[src/hw/rtl/owrb_pkg.sv]
// owrb_pkg: shared widths and action codes for the overwrite ring buffer
// no dependencies; imported by owrb_mem and overwrite_ring_buffer_core
package owrb_pkg;

	localparam int BYTE_W   = 8;
	localparam int LEN_W    = 6;
	localparam int ACTION_W = 2;

	localparam logic [ACTION_W-1:0] ACT_WRITE = 2'd0;
	localparam logic [ACTION_W-1:0] ACT_READ  = 2'd1;
	localparam logic [ACTION_W-1:0] ACT_DRAIN = 2'd2;
	localparam logic [ACTION_W-1:0] ACT_NONE  = 2'd3;

endpackage

[src/hw/rtl/owrb_mem.sv]
// owrb_mem: byte storage of the ring, one write port and one read port
// read data is registered and holds until the next read; uses owrb_pkg
module owrb_mem
	import owrb_pkg::*;
#(
	parameter int DEPTH = 64,
	parameter int AW    = 6
) (
	input  logic              clk,
	input  logic              we,
	input  logic [AW-1:0]     waddr,
	input  logic [BYTE_W-1:0] wdata,
	input  logic              re,
	input  logic [AW-1:0]     raddr,
	output logic [BYTE_W-1:0] rdata
);

	logic [BYTE_W-1:0] mem_q [DEPTH];
	logic [BYTE_W-1:0] rdata_q;

	always_ff @(posedge clk) begin
		if (we) begin
			mem_q[waddr] <= wdata;
		end
	end

	always_ff @(posedge clk) begin
		if (re) begin
			rdata_q <= mem_q[raddr];
		end
	end

	assign rdata = rdata_q;

endmodule

[src/hw/rtl/overwrite_ring_buffer_core.sv]
// overwrite_ring_buffer_core: byte ring buffer that drops the oldest byte when full
// write and empty-read results are loaded into the output register at the beat
// a byte read passes the memory read register, then the output register; a drain
// of n bytes streams one byte per cycle when the output is not stalled, as set by
// the single memory read port; arst_n clears head, tail, control and output valid;
// byte storage is not cleared; uses owrb_pkg and owrb_mem
module overwrite_ring_buffer_core
	import owrb_pkg::*;
#(
	parameter int DEPTH = 64
) (
	input  logic        clk,
	input  logic        arst_n,
	input  logic        s_axis_tvalid,
	output logic        s_axis_tready,
	input  logic [7:0]  s_axis_tdata,  // write_data
	input  logic [1:0]  s_axis_tuser,  // action
	output logic        m_axis_tvalid,
	input  logic        m_axis_tready,
	output logic [15:0] m_axis_tdata,  // read_byte, frame_length, 2'b0 pad
	output logic        m_axis_tlast,  // is_last
	output logic [1:0]  m_axis_tuser   // was_empty, dropped_oldest
);

	localparam int IW = (DEPTH > 1) ? $clog2(DEPTH) : 1;
	localparam int LW = (IW > LEN_W) ? IW : LEN_W;
	localparam logic [IW-1:0] LAST_IDX = IW'(DEPTH - 1);
	localparam logic [IW:0]   DEPTH_EXT = (IW + 1)'(DEPTH);

	localparam logic ST_IDLE = 1'b0;
	localparam logic ST_BUSY = 1'b1;

	logic              state_q;
	logic [IW-1:0]     head_q;
	logic [IW-1:0]     tail_q;
	logic [IW-1:0]     rem_q;
	logic [LEN_W-1:0]  len_q;
	logic              pend_q;
	logic              pend_last_q;

	logic              out_valid_q;
	logic [BYTE_W-1:0] out_byte_q;
	logic [LEN_W-1:0]  out_len_q;
	logic              out_last_q;
	logic              out_empty_q;
	logic              out_drop_q;

	logic              slot_free;
	logic              in_fire;
	logic              out_fire;
	logic              consume;
	logic              issue;
	logic [IW-1:0]     head_inc;
	logic [IW-1:0]     tail_inc;
	logic              is_empty;
	logic [IW:0]       diff;
	logic [IW-1:0]     count;
	logic [LW-1:0]     count_ext;
	logic [LEN_W-1:0]  count_len;
	logic              mem_we;
	logic [BYTE_W-1:0] mem_rdata;

	assign slot_free     = !out_valid_q || m_axis_tready;
	assign s_axis_tready = (state_q == ST_IDLE) && slot_free;
	assign in_fire       = s_axis_tvalid && s_axis_tready;
	assign out_fire      = out_valid_q && m_axis_tready;

	assign consume = (state_q == ST_BUSY) && pend_q && slot_free;
	assign issue   = (state_q == ST_BUSY) && (rem_q != '0) && (!pend_q || consume);

	assign head_inc = (head_q == LAST_IDX) ? '0 : head_q + 1'b1;
	assign tail_inc = (tail_q == LAST_IDX) ? '0 : tail_q + 1'b1;
	assign is_empty = (head_q == tail_q);

	always_comb begin
		diff = {1'b0, tail_q} - {1'b0, head_q};
		if (tail_q < head_q) begin
			diff = diff + DEPTH_EXT;
		end
		count     = diff[IW-1:0];
		count_ext = LW'(count);
		count_len = count_ext[LEN_W-1:0];
	end

	assign mem_we = in_fire && (s_axis_tuser == ACT_WRITE);

	owrb_mem #(
		.DEPTH (DEPTH),
		.AW    (IW)
	) u_mem (
		.clk   (clk),
		.we    (mem_we),
		.waddr (tail_q),
		.wdata (s_axis_tdata),
		.re    (issue),
		.raddr (head_q),
		.rdata (mem_rdata)
	);

	// control and pointers
	always_ff @(posedge clk or negedge arst_n) begin
		if (!arst_n) begin
			state_q     <= ST_IDLE;
			head_q      <= '0;
			tail_q      <= '0;
			rem_q       <= '0;
			len_q       <= '0;
			pend_q      <= 1'b0;
			pend_last_q <= 1'b0;
		end else begin
			unique case (state_q)
				ST_IDLE: begin
					if (in_fire) begin
						unique case (s_axis_tuser)
							ACT_WRITE: begin
								tail_q <= tail_inc;
								if (tail_inc == head_q) begin
									head_q <= head_inc;
								end
							end
							ACT_READ: begin
								if (!is_empty) begin
									rem_q   <= IW'(1);
									len_q   <= '0;
									state_q <= ST_BUSY;
								end
							end
							ACT_DRAIN: begin
								if (!is_empty) begin
									rem_q   <= count;
									len_q   <= count_len;
									state_q <= ST_BUSY;
								end
							end
							ACT_NONE: begin
							end
							default: begin
							end
						endcase
					end
				end
				ST_BUSY: begin
					if (issue) begin
						head_q      <= head_inc;
						rem_q       <= rem_q - 1'b1;
						pend_last_q <= (rem_q == IW'(1));
						pend_q      <= 1'b1;
					end else if (consume) begin
						pend_q <= 1'b0;
					end
					if (consume && pend_last_q) begin
						state_q <= ST_IDLE;
					end
				end
				default: begin
					state_q <= ST_IDLE;
				end
			endcase
		end
	end

	// output register
	always_ff @(posedge clk or negedge arst_n) begin
		if (!arst_n) begin
			out_valid_q <= 1'b0;
		end else if (consume) begin
			out_valid_q <= 1'b1;
		end else if (in_fire && (s_axis_tuser != ACT_NONE) &&
				((s_axis_tuser == ACT_WRITE) || is_empty)) begin
			out_valid_q <= 1'b1;
		end else if (out_fire) begin
			out_valid_q <= 1'b0;
		end
	end

	always_ff @(posedge clk) begin
		if (consume) begin
			out_byte_q  <= mem_rdata;
			out_len_q   <= len_q;
			out_last_q  <= pend_last_q;
			out_empty_q <= 1'b0;
			out_drop_q  <= 1'b0;
		end else if (in_fire) begin
			out_byte_q  <= '0;
			out_len_q   <= '0;
			out_last_q  <= 1'b1;
			out_empty_q <= (s_axis_tuser != ACT_WRITE) && is_empty;
			out_drop_q  <= (s_axis_tuser == ACT_WRITE) && (tail_inc == head_q);
		end
	end

	assign m_axis_tvalid = out_valid_q;
	assign m_axis_tdata  = {2'b00, out_len_q, out_byte_q};
	assign m_axis_tlast  = out_last_q;
	assign m_axis_tuser  = {out_drop_q, out_empty_q};

endmodule

[config.mk]
export PLATFORM = sky130hd
export DESIGN_NAME = overwrite_ring_buffer_core
export DESIGN_NICKNAME = d
export VERILOG_FILES = /design/src/hw/rtl/owrb_pkg.sv /design/src/hw/rtl/owrb_mem.sv /design/src/hw/rtl/overwrite_ring_buffer_core.sv
export SDC_FILE = /design/constraint.sdc
export NUM_CORES = 1
export LEC_CHECK = 0
export ABC_CLOCK_PERIOD_IN_PS = 3800
export BUFFER_PORTS_ARGS = -buffer_cell sky130_fd_sc_hd__clkbuf_2
export CORE_ASPECT_RATIO = 0.7
export CORE_MARGIN = 2
export CORE_UTILIZATION = 35
export CTS_CLUSTER_SIZE = 8
export DETAILED_ROUTE_END_ITERATION = 8
export HOLD_SLACK_MARGIN = 0.05
export PLACE_DENSITY = 0.6
export SETUP_SLACK_MARGIN = 0.1
export SYNTH_ARGS = -nofsm -noshare
export SYNTH_HDL_FRONTEND = slang
export SYNTH_SLANG_ARGS = --single-unit
[constraint.sdc]
create_clock -name clk -period 3.8 [get_ports clk]
set_input_delay 0.57 -clock clk [delete_from_list [all_inputs] [get_ports clk]]
set_output_delay 0.57 -clock clk [all_outputs]
set_load 0.01 [all_outputs]
Yosys cells after proc, flatten, opt, wreduce, memory -nomap -nowiden
Memory sizes are Yosys's and may differ from the RTL's. A register that Yosys moved wholly into a read port is not among the register bits.
Cells that the tools add are included.
{"block": "op_classes", "add_sub_neg": 5, "n_lt_le_gt_ge": 1, "eq_ne": 17, "n_mux": 34, "n_bitwise": 1, "n_reduce_logical": 32}
{"op": "$mux 6", "n": 14}
{"op": "$pmux 6 s2", "n": 4}
{"op": "$add 6x1->6 const B", "n": 3}
{"op": "$mux 8", "n": 2}
{"op": "$logic_and 1x1->1", "n": 13}
{"op": "$mux 1", "n": 13}
{"op": "$eq 6x6->1", "n": 2}
{"op": "$eq 6x6->1 const B", "n": 2}
{"op": "$reduce_and 5->1", "n": 2}
{"op": "$ne 2x2->1 const B", "n": 4}
{"op": "$reduce_bool 2->1", "n": 4}
{"op": "$eq 6x1->1 const B", "n": 1}
{"op": "$lt 6x6->1", "n": 1}
{"op": "$ne 2x1->1 const B", "n": 3}
{"op": "$ne 3x3->1 const B", "n": 2}
{"op": "$reduce_bool 6->1", "n": 1}
{"op": "$sub 6x1->6 const B", "n": 1}
{"op": "$sub 6x6->6", "n": 1}
{"op": "$reduce_and 2->1", "n": 2}
{"op": "$reduce_and 4->1", "n": 1}
{"op": "$logic_or 1x1->1", "n": 3}
{"op": "$ne 3x1->1 const B", "n": 1}
{"op": "$reduce_and 3->1", "n": 1}
{"op": "$reduce_bool 3->1", "n": 1}
{"op": "other kinds (7)", "n": 8}
{"block": "totals", "register_bits": 45, "ram_bits": 512, "in_bits": 14, "out_inout_bits": 21, "wordCells": 104, "n_memories": 1}
{"name": "u_mem.mem_q", "depth": 64, "word_bits": 8, "rd": 1, "rd_ports_with_merged_regs": 1, "wr": 1, "line": "owrb_mem.sv:18", "text": "logic [BYTE_W-1:0] mem_q [DEPTH];"}

Depth between registers and ports, before layout
{"block": "logic_depth", "ltp_word": 8, "ltp_mapped": 11, "depth_no_buf": 10}

Modules after synthesis
From an unflattened synthesis, not the netlist that was laid out.
{"block": "hier_totals", "hier_cells": 1206, "hier_area_um2": 22859.4}
{"module": "owrb_mem", "n_inst": 1, "cells_per_inst": 940, "area_each_um2": 20246.9, "seq_area_each_um2": 15615.0}
{"module": "overwrite_ring_buffer_core", "n_inst": 1, "cells_per_inst": 266, "area_each_um2": 2612.5, "seq_area_each_um2": 1191.1}

Least setup slack after synthesis
No wires, ideal clock.
{"block": "synth_timing", "kind": "register -> register", "from": "register head_q[1]", "to": "register rem_q[3]", "setup_time_ps": 104, "arrival_time_ps": 2515, "required_ps": 3696, "setup_slack_ps": 1181, "path_stages_with_launch": 12, "path_buffers": 3, "period_less_slack_ps": 2619, "path_cell_list": "dfrtp_1 > buf_2 > buf_2 > clkinv_1 > ha_1 > nand4_1 > nor3_1 > o31ai_1 > clkbuf_1 > nand3_1 > o21ai_0 > a221oi_1"}
{"block": "synth_via", "elab_chain_cells": 7, "word_cells_on_any_way": 12, "classes_between": "add/sub: 2; order compare: 1; eq/ne: 3; mux: 5; reduce/logical: 1"}
{"element": "start, declared", "line": "overwrite_ring_buffer_core.sv:34", "text": "logic [IW-1:0] head_q;"}
{"element": "start signal, assigned", "line": "overwrite_ring_buffer_core.sv:118", "text": "head_q <= head_inc;"}
{"element": "start signal, assigned", "line": "overwrite_ring_buffer_core.sv:144", "text": "head_q <= head_inc;"}
{"element": "$sub 6x6->6", "line": "overwrite_ring_buffer_core.sv:76", "text": "diff = {1'b0, tail_q} - {1'b0, head_q};"}
{"element": "$add 6x1->6", "line": "overwrite_ring_buffer_core.sv:78", "text": "diff = diff + DEPTH_EXT;"}
{"element": "$mux 6", "line": "overwrite_ring_buffer_core.sv:77", "text": "if (tail_q < head_q) begin"}
{"element": "$mux 6", "line": "overwrite_ring_buffer_core.sv:129", "text": "if (!is_empty) begin"}
{"element": "$pmux 6 s2", "line": "overwrite_ring_buffer_core.sv:114", "text": "unique case (s_axis_tuser)"}
{"element": "$mux 6", "line": "overwrite_ring_buffer_core.sv:113", "text": "if (in_fire) begin"}
{"element": "$pmux 6 s2", "line": "overwrite_ring_buffer_core.sv:111", "text": "unique case (state_q)"}
{"element": "end signal, assigned", "line": "overwrite_ring_buffer_core.sv:130", "text": "rem_q <= count;"}
{"element": "end signal, assigned", "line": "overwrite_ring_buffer_core.sv:145", "text": "rem_q <= rem_q - 1'b1;"}
{"element": "end, declared", "line": "overwrite_ring_buffer_core.sv:36", "text": "logic [IW-1:0] rem_q;"}
Several ways; a longest one is shown, not always the timed one. The select of a mux whose other input is x is not followed.
A chain may end at the register's enable or synchronous reset.

Final worst setup path
{"block": "layout_timing", "from": "register state_q", "to": "memory u_mem.mem_q[45][4] (enable)"}
{"block": "layout_via", "elab_chain_cells": 6}
{"element": "start, declared", "line": "overwrite_ring_buffer_core.sv:33", "text": "logic state_q;"}
{"element": "start signal, assigned", "line": "overwrite_ring_buffer_core.sv:103", "text": "state_q <= ST_IDLE;"}
{"element": "start signal, assigned", "line": "overwrite_ring_buffer_core.sv:125", "text": "state_q <= ST_BUSY;"}
{"element": "start signal, assigned", "line": "overwrite_ring_buffer_core.sv:132", "text": "state_q <= ST_BUSY;"}
{"element": "$not 1->1 (no source line)"}
{"element": "$logic_and 1x1->1", "line": "overwrite_ring_buffer_core.sv:64", "text": "assign s_axis_tready = (state_q == ST_IDLE) && slot_free;"}
{"element": "$logic_and 1x1->1", "line": "overwrite_ring_buffer_core.sv:65", "text": "assign in_fire = s_axis_tvalid && s_axis_tready;"}
{"element": "$logic_and 1x1->1", "line": "overwrite_ring_buffer_core.sv:85", "text": "assign mem_we = in_fire && (s_axis_tuser == ACT_WRITE);"}
{"element": "$mux 1", "line": "owrb_mem.sv:22", "text": "if (we) begin"}
{"element": "$mux 1 (not written as such)", "line": "owrb_mem.sv:23", "text": "mem_q[waddr] <= wdata;"}
{"element": "end, declared", "line": "owrb_mem.sv:18"}
Every way passes these cells.

==> run summary <==
Syn Area/Cell: 19.8 µm²
Initial DRC count: 1387
Post CTS Setup Buffer Count: 0
Initial core utilization: 35.6%
Mux share of post-synthesis cell area: 15.4%
Relative slew slack: 30.3%
Post-Route WL: 55.0 mm
# IOs: 35
Routed wire per std cell: 26.0 µm
Sequential cell area: 16800 µm²
Port Buffers: 32
Synthesis Warnings: 0
Hold slack: 379 ps
Nets: 1287
HP Start: m_axis_tready
CP arrival: 3410 ps
Mapped Area: 22600 µm²
Clock transition at path regs: 50 ps
Final cell utilization of the core: 41.3%
Post-synthesis xor/xnor area fraction: 0.465%
DRC: 0
Cts bufs inserted: 80
TritonCTS clock tree: built
Die width: 308 µm
Synth Area in Adders: 0.864%
Pleak: 8.45 nW
Post-synthesis compound-gate area fraction: 2.33%
Peak supply drop: 0.419 mV
Initial antenna violation count: 1
Launch point of the worst reg-to-reg path: state_q
Fill cells: 5459
Multi-input gate area: 5390 µm²
Main combinational cell family by area after synthesis: multiplexers
Worst R2R Setup Slack: 610 ps
Hold Crit Depth: 3
H-tree Lvls: 3
Cell Area, Placed: 24000 µm²
Seq cells post-synth: 565
Setup TNS: 0 ps
Distinct cell type count after synthesis: 57
Placer Congestion: 0.813
First-pass GRT wire length: 81.5 mm
Hold_buf cts: 1
Drt first pass iters: 6
Clock root buffer: clkbuf_16
Design Power: 19.2 mW
Hold WC Path Type: input port to register
Worst EP required: 4020 ps
Most frequent cells in the layout: edfxtp_1 (535), mux4_2 (154), nor2_1 (88)
CP dominant cell by count: nor2_1
Worst Tran Pin Value: 1040 ps
Total Routing Usage GR: 16.8%
Dpl cells: 2004
Final setup margin: 613 ps
Simple-gate area share of the yosys netlist: 4.70%
EDFF count, synth: 535
Fraction of layout cells with a size suffix above 1: 26.8%
Max-Cap Viols: 0
Post-DP HPWL: 35.3 mm
Clock Latency Late Sink: 610 ps
Final hold vios: 0
Mapped Cells: 1142
Most common cell after layout, fill and taps aside: edfxtp_1
Largest net degree at the start of global routing: 65
Crit. End Element: register
Clock sink total: 565
CP Class: register to register
R2R depth: 6
Yosys top cell area share: 71.1%
Async S/R FF share, synth: 4.96%
Slew Viols, Final: 0
Post-synthesis to final-layout area growth: 16.1%
Core Box Area: 63500 µm²
Clock tree buffer depth: 3
Clk_skew: 28.2 ps
CTS resizes: 0
Max incr delay on CP: 710 ps
Post-place setup slack: 642 ps
Unrepaired setup endpoints after global routing: no
Final Cell Area: 26200 µm²
Antenna fix cells: 0
Area contributors post-synth: edfxtp_1 (71%), mux4_2 (15%), dfrtp_1 (3.1%)
Grt ovf: 0
Post-synthesis sequential area ratio: 74.4%
Number of core rows: 77
Max Fclk: 314 MHz
Routed Antenna Nets: 0
Die area: 66600 µm²
Slowest-stage cell, CP: nor2_1
Reg-to-Reg End: u_mem.mem_q[45][4]
CP Cell Sequence: nor2b_1 -> and2_0 -> nand2_1 -> nor2_1 -> nand3_1 -> nor2_1
Tmin final: 3190 ps
Outcome: complete, no violations
Tcrit/Tclk final: 83.9%
Final setup vio count: 0
Vias: 11700
Synth area leader: edfxtp_1
Die height: 217 µm
Number of global-route vias before repair: 11800
Hold Path End: m_axis_tvalid
Power Density: 731 nW/µm²
Top_reg_cell synth: edfxtp_1
Crit Path Max Fanout: 12
Final non-filler cell total: 2114
Kind of start point of the critical path: register
Via density: 5.51
[state kept, by name, indices dropped and copies added, names as in the netlist]
name           count
u_mem.rdata        8
u_mem.mem_q      512
m_axis_tvalid      1
m_axis_tlast       1
pend_q             1
out_len_q          6
head_q             6
rem_q              6
out_drop_q         1
out_byte_q         8
tail_q             6
out_empty_q        1
state_q            1
len_q              6
pend_last_q        1
[synth_stat cells, types with 5 or more instances]
master / n
a21oi_1: 11
a221o_1: 5
a31oi_1: 5
and2_1: 16
buf_1: 7
buf_2: 19
buf_4: 9
buf_6: 6
clkbuf_1: 21
dfrtp_1: 28
edfxtp_1: 535
ha_1: 14
inv_1: 14
mux4_2: 154
nand2_1: 67
nand3_1: 16
nand3b_1: 5
nand4_1: 5
nor2_1: 88
nor2b_1: 5
nor3_1: 6
o21ai_0: 24
o21ai_1: 5
o22ai_1: 8
or3_1: 5
xnor2_1: 6
xor2_1: 6
[cells by family after synthesis]
| kind of cell | Yosys count |
|---|---|
| simple gates | 232 |
| buf+inv | 80 |
| fa+ha+maj | 15 |
| mux | 156 |
| flops | 565 |
| other cells | 1 |
| compound gates | 81 |
| xor+xnor | 12 |
[metal layers]
layer	GRT usage (%)	share of wire [%]	up-vias
met5	0	0	-
met4	3.84	1.8	0
met3	4.82	9.9	84
met2	23.6	43	601
met1	25.8	45	6099
li1	-	-	4868
[worst max path at each step]
stage                        startpoint            endpoint  slack (ps)  depth (start not counted)
after floorplan               head_q[1]            rem_q[3]        1180                         11
after global placement    s_axis_tvalid  u_mem.mem_q[12][5]         680                          7
after detailed placement  s_axis_tvalid  u_mem.mem_q[47][6]         640                          7
after CTS                       state_q  u_mem.mem_q[33][3]         670                          6
after global routing            state_q  u_mem.mem_q[32][5]         370                          6
final                           state_q  u_mem.mem_q[45][4]         610                          6
[where the power goes]
group / internal (mW) / switching, mW
sequential: 7.19 / 0.409
combinational: 2.34 / 2.84
clock: 3.88 / 2.52
[final cells by class]
type,count,share of cell area [%]
Timing Repair Buffer,97,2.72
Clock inverter,6,0.324
Clock buffer,103,8.12
Tap cell,829,3.95
Sequential cell,565,64.1
Inverter,16,0.229
Multi-Input combinational cell,498,20.5
[worst max-delay path, delay by kind of cell (launching register included)]
family        cells  cell delay, ps
simple gates      6            2270
flops             1             520
Note: power is estimated with default switching activity, not from simulation.
